===== src/design/aolt_pkg.sv =====
// Shared types, constants and the microcode program of the A* open list table.
// No dependencies; aolt_sequencer, aolt_datapath and the top level use it.

package aolt_pkg;

  // Table geometry
  localparam int NODE_CAPACITY = 512;
  localparam int ADDR_W        = (NODE_CAPACITY > 1) ? $clog2(NODE_CAPACITY) : 1;
  localparam int COUNT_W       = $clog2(NODE_CAPACITY + 1);

  // Field widths
  localparam int OP_W      = 3;
  localparam int INDEX_W   = 9;
  localparam int POS_W     = 16;
  localparam int COST_W    = 24;
  localparam int STATUS_W  = 2;
  localparam int CNT_OUT_W = 10;

  localparam logic [COST_W-1:0] CEILING_RESET = 24'd100000;

  // Operation codes
  localparam logic [OP_W-1:0] OP_CREATE = 3'd0;
  localparam logic [OP_W-1:0] OP_BEST   = 3'd1;
  localparam logic [OP_W-1:0] OP_CLOSE  = 3'd2;
  localparam logic [OP_W-1:0] OP_OPEN   = 3'd3;
  localparam logic [OP_W-1:0] OP_FIND   = 3'd4;
  localparam logic [OP_W-1:0] OP_CLEAR  = 3'd5;

  // Status codes
  localparam logic [STATUS_W-1:0] ST_OK   = 2'd0;
  localparam logic [STATUS_W-1:0] ST_FULL = 2'd1;
  localparam logic [STATUS_W-1:0] ST_NONE = 2'd2;

  typedef logic [ADDR_W-1:0]  addr_t;
  typedef logic [COUNT_W-1:0] count_t;

  typedef struct packed {
    logic [OP_W-1:0]    op;
    logic [INDEX_W-1:0] node_index;
    logic [POS_W-1:0]   pos_x;
    logic [POS_W-1:0]   pos_y;
    logic [COST_W-1:0]  cost;
  } request_t;

  // One word of the entry memory
  typedef struct packed {
    logic              mark;
    logic [COST_W-1:0] cost;
    logic [POS_W-1:0]  pos_y;
    logic [POS_W-1:0]  pos_x;
  } entry_t;

  // Datapath actions selected by a control word
  typedef enum logic [3:0] {
    ACT_NONE,
    ACT_CREATE,
    ACT_SCAN_INIT,
    ACT_SCAN_STEP,
    ACT_SCAN_EVAL,
    ACT_SCAN_DONE,
    ACT_MARK_READ,
    ACT_MARK_WRITE,
    ACT_CLEAR
  } act_t;

  // Jump conditions
  typedef enum logic [1:0] {
    COND_NEVER,
    COND_EMPTY,
    COND_MORE
  } cond_t;

  localparam int UPC_W = 4;
  typedef logic [UPC_W-1:0] upc_t;

  // Program addresses
  localparam upc_t U_CREATE     = 4'd0;
  localparam upc_t U_SEARCH     = 4'd1;
  localparam upc_t U_SCAN       = 4'd2;
  localparam upc_t U_DRAIN      = 4'd3;
  localparam upc_t U_SEARCH_END = 4'd4;
  localparam upc_t U_MARK       = 4'd5;
  localparam upc_t U_MARK_WR    = 4'd6;
  localparam upc_t U_CLEAR      = 4'd7;
  localparam upc_t U_NOP        = 4'd8;

  typedef struct packed {
    act_t  act;
    cond_t cond;
    upc_t  target;
    logic  done;
  } ucode_t;

  // Sequencer to datapath
  typedef struct packed {
    act_t act;
    logic fire;
    logic done;
  } ctrl_t;

  // Datapath to sequencer
  typedef struct packed {
    logic empty;
    logic more;
    logic out_busy;
  } flags_t;

  // Microcode store
  function automatic ucode_t ucode_rom(input upc_t addr);
    ucode_t w;
    w.act    = ACT_NONE;
    w.cond   = COND_NEVER;
    w.target = U_CREATE;
    w.done   = 1'b1;
    unique case (addr)
      U_CREATE: begin
        w.act = ACT_CREATE;
      end
      U_SEARCH: begin
        w.act    = ACT_SCAN_INIT;
        w.cond   = COND_EMPTY;
        w.target = U_SEARCH_END;
        w.done   = 1'b0;
      end
      U_SCAN: begin
        w.act    = ACT_SCAN_STEP;
        w.cond   = COND_MORE;
        w.target = U_SCAN;
        w.done   = 1'b0;
      end
      U_DRAIN: begin
        w.act  = ACT_SCAN_EVAL;
        w.done = 1'b0;
      end
      U_SEARCH_END: begin
        w.act = ACT_SCAN_DONE;
      end
      U_MARK: begin
        w.act  = ACT_MARK_READ;
        w.done = 1'b0;
      end
      U_MARK_WR: begin
        w.act = ACT_MARK_WRITE;
      end
      U_CLEAR: begin
        w.act = ACT_CLEAR;
      end
      default: begin
        w.act = ACT_NONE;
      end
    endcase
    return w;
  endfunction

  // Program start for each operation
  function automatic upc_t entry_point(input logic [OP_W-1:0] op);
    upc_t a;
    unique case (op)
      OP_CREATE: a = U_CREATE;
      OP_BEST:   a = U_SEARCH;
      OP_FIND:   a = U_SEARCH;
      OP_CLOSE:  a = U_MARK;
      OP_OPEN:   a = U_MARK;
      OP_CLEAR:  a = U_CLEAR;
      default:   a = U_NOP;
    endcase
    return a;
  endfunction

endpackage


===== src/design/aolt_sequencer.sv =====
// Microcode sequencer: step counter, program fetch and conditional jumps.
// Depends on aolt_pkg.

module aolt_sequencer (
  input  logic                      clk,
  input  logic                      rst,
  input  logic                      in_accept,
  input  logic [aolt_pkg::OP_W-1:0] in_op,
  input  aolt_pkg::flags_t          flags,
  output logic                      in_ready,
  output aolt_pkg::ctrl_t           ctrl
);

  typedef enum logic [1:0] {
    SEQ_IDLE = 2'b01,
    SEQ_RUN  = 2'b10
  } seq_state_t;

  seq_state_t       state;
  aolt_pkg::upc_t   upc;
  aolt_pkg::ucode_t word;
  logic             stall;
  logic             taken;

  // Fetch and branch decision
  always_comb begin
    word  = aolt_pkg::ucode_rom(upc);
    stall = word.done && flags.out_busy;
    unique case (word.cond)
      aolt_pkg::COND_EMPTY: taken = flags.empty;
      aolt_pkg::COND_MORE:  taken = flags.more;
      default:              taken = 1'b0;
    endcase
  end

  assign in_ready  = (state == SEQ_IDLE) && !rst;
  assign ctrl.act  = word.act;
  assign ctrl.done = word.done;
  assign ctrl.fire = (state == SEQ_RUN) && !stall;

  // Step counter
  always_ff @(posedge clk) begin
    if (rst) begin
      state <= SEQ_IDLE;
      upc   <= aolt_pkg::U_NOP;
    end else begin
      unique case (state)
        SEQ_IDLE: begin
          if (in_accept) begin
            upc   <= aolt_pkg::entry_point(in_op);
            state <= SEQ_RUN;
          end
        end
        SEQ_RUN: begin
          if (!stall) begin
            if (word.done) begin
              state <= SEQ_IDLE;
            end else if (taken) begin
              upc <= word.target;
            end else begin
              upc <= upc + 1'b1;
            end
          end
        end
        default: state <= SEQ_IDLE;
      endcase
    end
  end

endmodule


===== config.mk =====
export PLATFORM = sky130hd
export DESIGN_NAME = aolt_sequencer
export DESIGN_NICKNAME = d
export VERILOG_FILES = /design/src/design/aolt_pkg.sv /design/src/design/aolt_sequencer.sv
export SDC_FILE = /design/constraint.sdc
export NUM_CORES = 1
export LEC_CHECK = 0
export BUFFER_PORTS_ARGS = -buffer_cell sky130_fd_sc_hd__buf_2
export CORE_AREA = 2 2 39 41
export CTS_CLUSTER_SIZE = 16
export DETAILED_ROUTE_END_ITERATION = 8
export DIE_AREA = 0 0 41 43
export MAX_ROUTING_LAYER = met4
export PLACE_DENSITY_LB_ADDON = 0.08
export SETUP_SLACK_MARGIN = 0.2
export SKIP_CTS_REPAIR_TIMING = 1
export SLEW_MARGIN = 20
export SYNTH_ARGS = -nofsm -noshare
export SYNTH_HDL_FRONTEND = slang
export SYNTH_SLANG_ARGS = --single-unit

===== constraint.sdc =====
create_clock -name clk -period 2.8 [get_ports clk]
set_input_delay 0 -clock clk [delete_from_list [all_inputs] [get_ports clk]]
set_output_delay 0 -clock clk [all_outputs]
set_load 0.01 [all_outputs]

After elaboration in Yosys (flattened, before gate mapping)
Index checks and enable logic that the tools add are counted.

Register bits after elaboration: 6. Word-level logic and storage cells: 50.

Eq/ne operators: 20. Muxes and demuxes: 14. $add $sub $neg: 1. Reductions and logical operators: 13.

Operators with widths (count): case mux 4 bit (8 select lines) (1); equality test 4 x 3 -> 1 bit (second input constant) (4); two-way mux 4 bit (4); case mux 4 bit (4 select lines) (1); case mux 6 bit (2 select lines) (1); equality test 4 x 2 -> 1 bit (second input constant) (2); != test 2 bit (second input constant) (4); case mux 4 bit (2 select lines) (1); equality test 3 x 2 -> 1 bit (second input constant) (2); equality test 3 bit (second input constant) (2); two-way mux 2 bit (3); adder 4 x 1 -> 4 bit (second input constant) (1); equality test 2 x 1 -> 1 bit (second input constant) (2); equality test 2 bit (second input constant) (2); equality test 4 x 1 -> 1 bit (second input constant) (1); logical NOT 4 bit (1); case mux 2 bit (2 select lines) (1); AND reduction 4 bit (1); OR reduction 2 bit (2); OR reduction 4 bit (1); equality test 3 x 1 -> 1 bit (second input constant) (1); logical AND 1 bit (3); logical NOT 3 bit (1); AND reduction 3 bit (1); 4 further kinds (5).

Depth between registers and ports, before layout
Gate-level depths: netlist of the first run.

Depth in word-level cells: 8. Mapped depth: 9. Gate-level depth less buffers: 9.

Worst setup path before layout of the first run
OpenSTA, ideal clock, no wires.

Path type: reg2reg. Start point: register upc[0]. End point: register upc[1]. Library setup time: 0.119 ns. Path slack: 0.856 ns. Buffers on the path: 0. Stages on the path, launching flop included: 9. Arrival time: 1.825 ns. Cell sequence: dfxtp_1 -> inv_1 -> ha_1 -> nand2_1 -> ha_1 -> or3b_2 -> o311ai_4 -> o21ai_1 -> o221a_1.

Cells in the longest elaborated chain, start to end: 8.

RTL lines: start, declared (line aolt_sequencer.sv:20) `aolt_pkg::upc_t upc;`; start signal, assigned (line aolt_sequencer.sv:45) `upc <= aolt_pkg::U_NOP;`; start signal, assigned (line aolt_sequencer.sv:50) `upc <= aolt_pkg::entry_point(in_op);`; start signal, assigned (line aolt_sequencer.sv:59) `upc <= word.target;`; equality test 4 x 2 -> 1 bit / equality test 4 x 1 -> 1 bit (equally long branches) (line aolt_pkg.sv:115) `unique case (addr)`; case mux 6 bit (2 select lines) (line aolt_pkg.sv:115); equality test 2 bit / equality test 2 x 1 -> 1 bit (equally long branches) (line aolt_sequencer.sv:29) `unique case (word.cond)`; case mux 1 bit (2 select lines) (line aolt_sequencer.sv:29); two-way mux 4 bit (line aolt_sequencer.sv:58) `end else if (taken) begin`; two-way mux 4 bit (line aolt_sequencer.sv:56) `if (word.done) begin`; two-way mux 4 bit (line aolt_sequencer.sv:55) `if (!stall) begin`; case mux 4 bit (2 select lines) (line aolt_sequencer.sv:47) `unique case (state)`.

Several ways; a longest one is shown, not always the timed one. The select of a mux whose other input is x is not followed. A chain may end at the register's enable or synchronous reset.

Final worst setup path of the first run
Ends and elaborated chain as after synthesis.

==> reports/results.tsv, run 1 <==
metric	value	unit
run_status	completed	
antenna_found_initial	0	
wire_per_inst	12.26	microns
r2r_end	upc[1]	
rsz0062_at_grt	false	
worst_pin_slew	0.4219	ns
drv_cap	0	
ant_nets	0	
synth-compound-area-share	0.3090	
drc	0	
grt_pass1_wl	2097	microns
r2r_slack	0.71	ns
yosys.area.top_type	dfxtp_1	
fmax	0.4786	GHz
finalWorstSetupSlack	0.7104	ns
setup_violations	0	
syn_area_per_cell	8.099	sq um
cts_buffer_depth	2	
synthXorXnorAreaFrac	0.02923	
dpl.hpwl	1011	microns
end_kind	flop	
p_leak	0.3185	nW
synthArstFlopShare	0	
finClkSkew	0.006227	ns
synth-seq-area-share	0.2004	
synth-main-ff-cell	dfxtp_1	
grt_max_degree	10	
cts_sinks	6	
row_count	14	
p_seq_frac	0.407	
synth_cell_types	32	
whs_endpoint	state[1]	
netlist_top_cells_count	inv_1 (8), ha_1 (7), dfxtp_1 (6), nor2_1 (6)	
muxShareOfSynthArea	0.01670	
grt_pass1_vias	500	
numCtsBuffers	3	
port-buffer-count	15	
holdCritPathClass	primary input to flop	
start_kind	flop	
area_delta_synth_final	17.54	%
synth.ff_latch_count	6	
final_nets	109	
clk_pin_slew	0.05	ns
p_int	0.0001741	W
ios	16	
synth_top_family_by_area	compound AO/OA/AOI/OAI gates	
synthAdderAreaFrac	0.1461	
worstHoldPathCells	3	
synthesis.nets	90	
gp_congestion	0.7977	
ys_top_cells_by_area	dfxtp_1 (20%), ha_1 (15%), inv_1 (5.0%)	
syn_inst	74	
drive_above_1_share	0.2308	
hold_viol	0	
synthSimpleGateAreaFrac	0.2109	
cp.arrival	2.23	ns
synth.most_common_cell	inv_1	
worst_r2r_path_depth	8	
clock_latency	0.25	ns
p_per_area	369.6	mW/mm^2
dieArea	0.001763	sq mm
switching_share	0.3314	
power_frac_comb	0.270	
cts_tree	done	
synth-edff-count	0	
cts_root_buf	clkbuf_4	
overflow	0	
peakVddDrop	0.0002209	V
first_pass_iters	4	
finalPower	0.0002604	W
die_w	41	microns
vias	590	
place_ws	0.7081	ns
htreeDepth	1	
critical_path_class	flop to flop	
design_area	704.4	sq um
wirelength	1312	microns
start_util	0.4331	
critPathRequiredTime	2.94	ns
fin_crit_sh	0.7463	
grt.total_usage	0.1776	
finalSetupTns	0	ns
core_area	0.001384	sq mm
die_h	43	microns
diodes	0	
ys.warnings.count	0	
finalMaxSlewViolations	0	
path_max_fanout	7	
p_switching	0.00008629	W
relSlewSlack	0.7181	
dpl_cell_area	671.9	sq um
r2r_start	upc[0]	
p_clk_frac	0.323	
synth_top_area_share	0.2004	
period_needed	2.090	ns
syn-cell-area	599.3	sq um
drt_iter0_drc	12	
min_from	flags[0]	
vias_per_cell	5.514	
critical path, cell delays in order (launching register included):
cell	delay, ns
dfxtp_1	0.34
inv_1	0.11
ha_1	0.21
nand2_1	0.13
ha_1	0.26
or3b_2	0.48
o311ai_4	0.11
o21ai_1	0.12
o221a_1	0.21
flip-flops by register name, summed over array words and instances (netlist names):
name and flops:
upc 4, state 2
layer usage:
metal / GRT usage / vias up / share of wire / routed length [microns]
li1: - / 308 / - / -
met1: 0.2492 / 266 / 0.50 / 656
met2: 0.2313 / 14 / 0.45 / 585
met3: 0.06283 / 2 / 0.044 / 58
met4: 0.06000 / 0 / 0.0084 / 11
met5: - / - / 0 / 0
placed cells by master, fill, tap and decap left out, types with 2 or more instances in the layout:
master	n
buf_2	15
inv_1	8
ha_1	7
nor2_1	6
dfxtp_1	6
nand2_1	5
a21oi_1	5
o21ai_0	4
nor3_1	3
a211oi_1	3
nand3_1	3
clkbuf_4	3
nand3b_1	2
cell type report:
class                           instances  area, sq um
Inverter                                8        30.03
Timing Repair Buffer                   16        85.08
Multi-Input combinational cell         58        426.7
Clock buffer                            3        22.52
Sequential cell                         6        120.1
Fill cell                             140        679.4
Tap cell                               16        20.02
logic make-up after synthesis:
group,after synthesis
AO/OA/AOI/OAI,24
buffers and inverters,10
AND/OR/NAND/NOR,24
XOR/XNOR,2
adder cells (fa/ha/maj),7
flip-flops,6
multiplexers,1
through the flow:
step | hold slack, ns | util | cells
floorplan | 0.04948 | - | 74
global placement | 0.2565 | 0.4855 | 103
detailed placement | 0.2654 | 0.4855 | 103
CTS | -0.007030 | 0.5018 | 106
global route | 0.1675 | 0.5090 | 107
finish | 0.1346 | 0.5090 | 107
how the worst max path moves through the flow:
stage                start  depth (start not counted)     end  slack (ns)
finish              upc[0]                          8  upc[1]        0.71
global route        upc[0]                          8  upc[1]        0.57
CTS                 upc[0]                          8  upc[1]        0.70
detailed placement  upc[0]                          8  upc[1]        0.71
global placement    upc[1]                          8  upc[1]        0.74
floorplan           upc[0]                          8  upc[1]        0.86
power groups by stage:
stage / logic [W] / registers, W / clock network (W)
CTS: 0.0000698 / 0.000106 / 0.0000867
global placement: 0.0000692 / 0.000107 / 0
floorplan: 0.0000578 / 0.0000994 / 0
finish: 0.0000703 / 0.000106 / 0.0000841
global route: 0.0000797 / 0.000107 / 0.0000907
detailed placement: 0.0000693 / 0.000107 / 0
Note: power is estimated with default switching activity, not from simulation.
==> inputs of run 2 (changes only) <==
- ABC_AREA: not set -> 1
- CORE_AREA: 2 2 39 41 -> not set
- CORE_MARGIN: not set -> 2
- CORE_UTILIZATION: not set -> 46
- DIE_AREA: 0 0 41 43 -> not set
- clock period: 2.8 -> 1.8 ns (I/O delays scaled with it)
==> reports/results.tsv, run 2 <==
metric	value	unit	change
run_status	completed		
rsz0062_at_grt	true		
grt_pass1_vias	595		+19%
die_w	42.47	microns	+3.6%
fmax	0.6103	GHz	+28%
synth.most_common_cell	nand2_1		
vias	716		+21%
diodes	0		unchanged
core_area	0.001334	sq mm	-3.6%
worstHoldPathCells	3		unchanged
placed_cells	137		+33%
first_pass_iters	4		unchanged
final_cell_mix	nand2_1 (20), nor2_1 (15), buf_2 (15)		
grt_max_degree	8		-2
finalSetupTns	0	ns	unchanged
critical_path_class	flop to flop		
grt.total_usage	0.1771		-0.0005630
overflow	0		unchanged
yosys.area.top_type	dfxtp_1		
synth_cell_types	25		-22%
grt_pass1_wl	2442	microns	+16%
period_needed	1.639	ns	-0.4510 ns
ant_nets	0		unchanged
p_per_area	876.1	mW/mm^2	+140%
syn-cell-area	680.7	sq um	+14%
synth-edff-count	0		unchanged
row_count	13		-1
finClkSkew	0.02082	ns	+0.01460 ns
end_kind	flop		
final_nets	146		+34%
cp.arrival	1.81	ns	-0.42 ns
dieArea	0.001803	sq mm	+2.3%
start_util	0.5103		+0.07723
largest_register_ffs	4		unchanged
synthesis.nets	122		+36%
critPathRequiredTime	1.97	ns	-0.97 ns
cts_tree	done		
synth_top_area_share	0.1765		-0.02395
path_max_fanout	5		-2
synth-main-ff-cell	dfxtp_1		
cts_buffer_depth	2		unchanged
finalMaxSlewViolations	0		unchanged
drv_cap	0		unchanged
n_fill_cell	106		-24%
syn_inst	106		+43%
wire_per_inst	11.11	microns	-9.4%
hold_viol	0		unchanged
drc	0		unchanged
holdCritPathClass	primary input to flop		
port-buffer-count	15		unchanged
ys_top_cells_by_area	dfxtp_1 (18%), nand2_1 (14%), ha_1 (13%)		
netlist_top_cells_count	nand2_1 (25), nor2_1 (16), inv_1 (13)		
ys.warnings.count	0		unchanged
utilization	0.7111		+0.2020
relSlewSlack	0.8473		+0.1291
top_register	upc		
gp_congestion	0.8923		+12%
setup_violations	0		unchanged
worst_r2r_path_depth	12		+4
drt_iter0_drc	21		+9
synth.ff_latch_count	6		unchanged
start_kind	flop		
clk_pin_slew	0.06	ns	about the same
final_common_cell	nand2_1		
top_regs	upc: 4 flops, state: 2 flops		
die_h	42.47	microns	-1.2%
holdWs	0.05545	ns	-0.07918 ns
synth-seq-area-share	0.1765		-0.02395
antenna_found_initial	0		unchanged
finalNonFillerCells	144		+35%
clock_latency	0.26	ns	about the same
cts_root_buf	clkbuf_4		
wirelength	1600	microns	+22%
p_leak	0.5168	nW	+62%
cts_sinks	6		unchanged
drive_above_1_share	0.4884		+0.2576
syn_area_per_cell	6.421	sq um	-21%
dpl.hpwl	1217	microns	+20%
ios	16		unchanged
area_delta_synth_final	39.34	%	
peakVddDrop	0.0005191	V	+140%
worst_pin_slew	0.2273	ns	-0.1946 ns
fin_crit_sh	0.9104		+0.1641
vias_per_cell	4.972		-9.8%
htreeDepth	1		unchanged
numCtsBuffers	3		unchanged
synthArstFlopShare	0		unchanged
run 2: cell count changes in the layout (fill, tap and decap cells not counted), sizes merged, moves of 4 or more:
cell | before | now
nand3 | 3 | 10
a21oi | 5 | 1
buf | 15 | 19
nor2 | 6 | 20
nand2 | 5 | 29
inv | 8 | 17
run 2: kinds of logic (layout without fill, tap and decap cells):
kind of cell	count (synthesis)	count (layout)	share of synthesized area
and+or+nand+nor	64	64	0.4798
buffers and inverters	18	41	0.1195
AOI/OAI and AO/OA	10	10	0.08271
adders and majority gates	7	7	0.1287
DFF	6	6	0.1765
xor gates and xnor gates	1	1	0.01287
run 2: layer usage:
layer	wire (microns)	vias to the layer above	part of all wire	global-route usage
met5	0	-	0	-
met1	693	318	0.43	0.2231
li1	-	381	-	-
met3	75	0	0.047	0.03879
met4	0	0	0	0.03750
met2	831	17	0.52	0.2892
run 2: per-stage QoR:
stage | cell area [sq um] | setup slack, ns | total power, W
3_5_place_dp | 807.0 | 0.01899 | 0.0005877
5_1_grt | 948.4 | 0.04784 | 0.0009016
6_report | 948.4 | 0.1614 | 0.0008309
2_1_floorplan | 705.7 | 0.2108 | 0.0004920
3_3_place_gp | 807.0 | 0.06602 | 0.0005833
4_1_cts | 833.3 | -0.00005129 | 0.0007288
run 2: layout make-up:
cell class,count,area [sq um],area share
clock buffers,4,26.28,0.02770
well taps,15,18.77,0.01979
flip-flops and latches,6,128.9,0.1359
inverters,18,86.33,0.09103
repair buffers,19,105.1,0.1108
multi-input cells,82,583.1,0.6148
run 2: worst max-delay path, cell delays in order (launching register included):
cell and delay (ns):
dfxtp_4 0.35, inv_4 0.07, ha_4 0.15, inv_4 0.04, nor2_4 0.13, inv_2 0.08
ha_4 0.27, nand2_4 0.06, nand2_1 0.06, nand2_1 0.05, o22ai_1 0.15, nor2_1 0.06
nor2_1 0.09
run 2: path summary, 6_finish.rpt:
path             to  slack [ns]   start
min          upc[3]        0.06     rst
max          upc[1]        0.16  upc[1]
min reg2reg  upc[3]        0.55  upc[3]
max reg2reg  upc[1]        0.16  upc[1]
run 2: report_power, final:
| part | switching [W] | internal, W | leakage [nW] |
|---|---|---|---|
| combinational | 0.000273 | 0.000208 | 0.451 |
| sequential | 0.0000399 | 0.000170 | 0.0509 |
| clock | 0.0000555 | 0.0000844 | 0.0150 |
| total | 0.000369 | 0.000462 | 0.517 |
==> inputs of run 3 (changes only) <==
- CORE_UTILIZATION: 46 -> 51
- SKIP_LAST_GASP: not set -> 1
- clock period: 1.8 -> 1.7 ns (I/O delays scaled with it)
==> reports/results.tsv, run 3 (synthesis results as in run 2) <==
metric	value	unit	change
grt_use_met1	0.2623		+0.03922
startpoint	upc[1]		
finalWorstSetupSlack	0.03315	ns	-0.1282 ns
worst_path_max_delay_cell	dfxtp_4		
ant_nets	0		unchanged
numCtsBuffers	3		unchanged
cts_sinks	6		unchanged
drt_iter0_drc	14		-33%
overflow	0		unchanged
vias_per_cell	4.939		-0.66%
ios	16		unchanged
power_frac_comb	0.600		+0.021
p_clk_frac	0.153		-0.015
crit_chain	inv_4 > ha_4 > inv_4 > nor2_4 > inv_2 > ha_4 > nand3_4 > nand2_4 > nand2_4 > nand3_4 > nand2_2 > nand2_1 > nor2_1		
final_nets	150		+2.7%
holdCritPathClass	primary input to flop		
area_delta_synth_final	52.39	%	
grt_pass1_vias	598		+0.50%
p_int	0.0005354	W	+16%
dpl.hpwl	1253	microns	+3.0%
final_common_cell	nand2_1		
switching_share	0.4422		-0.001648
grt_pass1_wl	2311	microns	-5.4%
port-buffer-count	15		unchanged
slowest_delay	0.36	ns	about the same
gr-max-usage-layer	met2		
drc	0		unchanged
vias	731		+2.1%
rsz0062_at_grt	true		
top_register	upc		
cts_root_buf	clkbuf_4		
critPathRequiredTime	1.89	ns	-0.08 ns
path_max_fanout	7		+2
wire_per_inst	11.91	microns	+7.1%
die_h	40.53	microns	-4.6%
cp.arrival	1.85	ns	+0.04 ns
clk_pin_slew	0.06	ns	about the same
min_from	rst		
p_seq_frac	0.247		-0.006
start_util	0.5365		+0.02617
cts_tree	done		
p_switching	0.0004245	W	+15%
dieArea	0.001643	sq mm	-8.9%
worst_pin_slew	0.2216	ns	-0.005717 ns
htreeDepth	1		unchanged
end_kind	flop		
largest_register_ffs	4		unchanged
finalMaxSlewViolations	0		unchanged
finalPower	0.0009600	W	+16%
relSlewSlack	0.8507		+0.003416
place_ws	0.03256	ns	+0.01357 ns
diodes	0		unchanged
core_area	0.001269	sq mm	-4.9%
cts_buffer_depth	2		unchanged
utilization	0.8176		+0.1065
fmax	0.5999	GHz	-1.7%
p_per_area	925.5	mW/mm^2	+5.6%
finalSetupTns	0	ns	unchanged
start_kind	flop		
antenna_found_initial	0		unchanged
finClkSkew	0.01620	ns	-0.004623 ns
drv_cap	0		unchanged
clock_latency	0.25	ns	about the same
first_pass_iters	4		unchanged
r2r_start	upc[1]		
p_leak	0.5498	nW	+6.4%
grt_use_met3	0.03333		-0.005460
hold_viol	0		unchanged
gp_congestion	0.8162		-8.5%
fin_crit_sh	0.9805		+0.07015
final_cell_mix	nand2_1 (17), nor2_1 (14), buf_2 (14)		
setup_violations	0		unchanged
period_needed	1.667	ns	+0.02821 ns
run_status	completed		
peakVddDrop	0.0006096	V	+17%
row_count	13		unchanged
grt_max_degree	8		unchanged
top_regs	upc: 4 flops, state: 2 flops		
die_w	40.53	microns	-4.6%
wirelength	1762	microns	+10%
grt.total_usage	0.2170		+0.03998
drive_above_1_share	0.5714		+0.08306
grtUsageMet2	0.3611		+0.07188
critical_path_class	flop to flop		
## run 3: metrics by stage
stage	area, sq um	std cells	hold slack (ns)
final	1037	148	0.07939
after global routing	1037	148	0.08879
after CTS	867.1	141	0.06143
after detailed placement	840.8	137	0.2500
after global placement	840.8	137	0.2431
after floorplan	739.5	106	0.04753
## run 3: final timing paths
check           end  slack (ns)  cells past startpoint
min          upc[3]        0.08                      3
max          upc[1]        0.03                     13
min reg2reg  upc[3]        0.56                      2
max reg2reg  upc[1]        0.03                     13
## run 3: power by group through the flow
stage / Sequential [W] / Clock, W / Combinational [W]
4_1_cts: 0.000223 / 0.000151 / 0.000436
6_report: 0.000237 / 0.000147 / 0.000576
5_1_grt: 0.000241 / 0.000156 / 0.000636
2_1_floorplan: 0.000217 / 0 / 0.000338
3_5_place_dp: 0.000227 / 0 / 0.000435
3_3_place_gp: 0.000225 / 0 / 0.000423
## run 3: critical path: cells and delay by family, from the launching register on
kind	cells	cell delay, ns
adders and majority gates	2	0.34
buffers and inverters	3	0.19
and+or+nand+nor	8	0.72
DFF	1	0.36
## run 3: layout make-up
cell class                 count  area, sq um
sequential                     6        132.6
inverter                      18        86.33
tap                           15        18.77
fill                          86        231.5
clock buffer                   4        26.28
timing repair buffer          23        141.4
multi-input combinational     82        631.9
## run 3: metal layers
layer | vias up | routed length, microns
met2 | 14 | 961
met3 | 2 | 42
met5 | - | 0
met1 | 328 | 753
met4 | 0 | 5
li1 | 387 | -
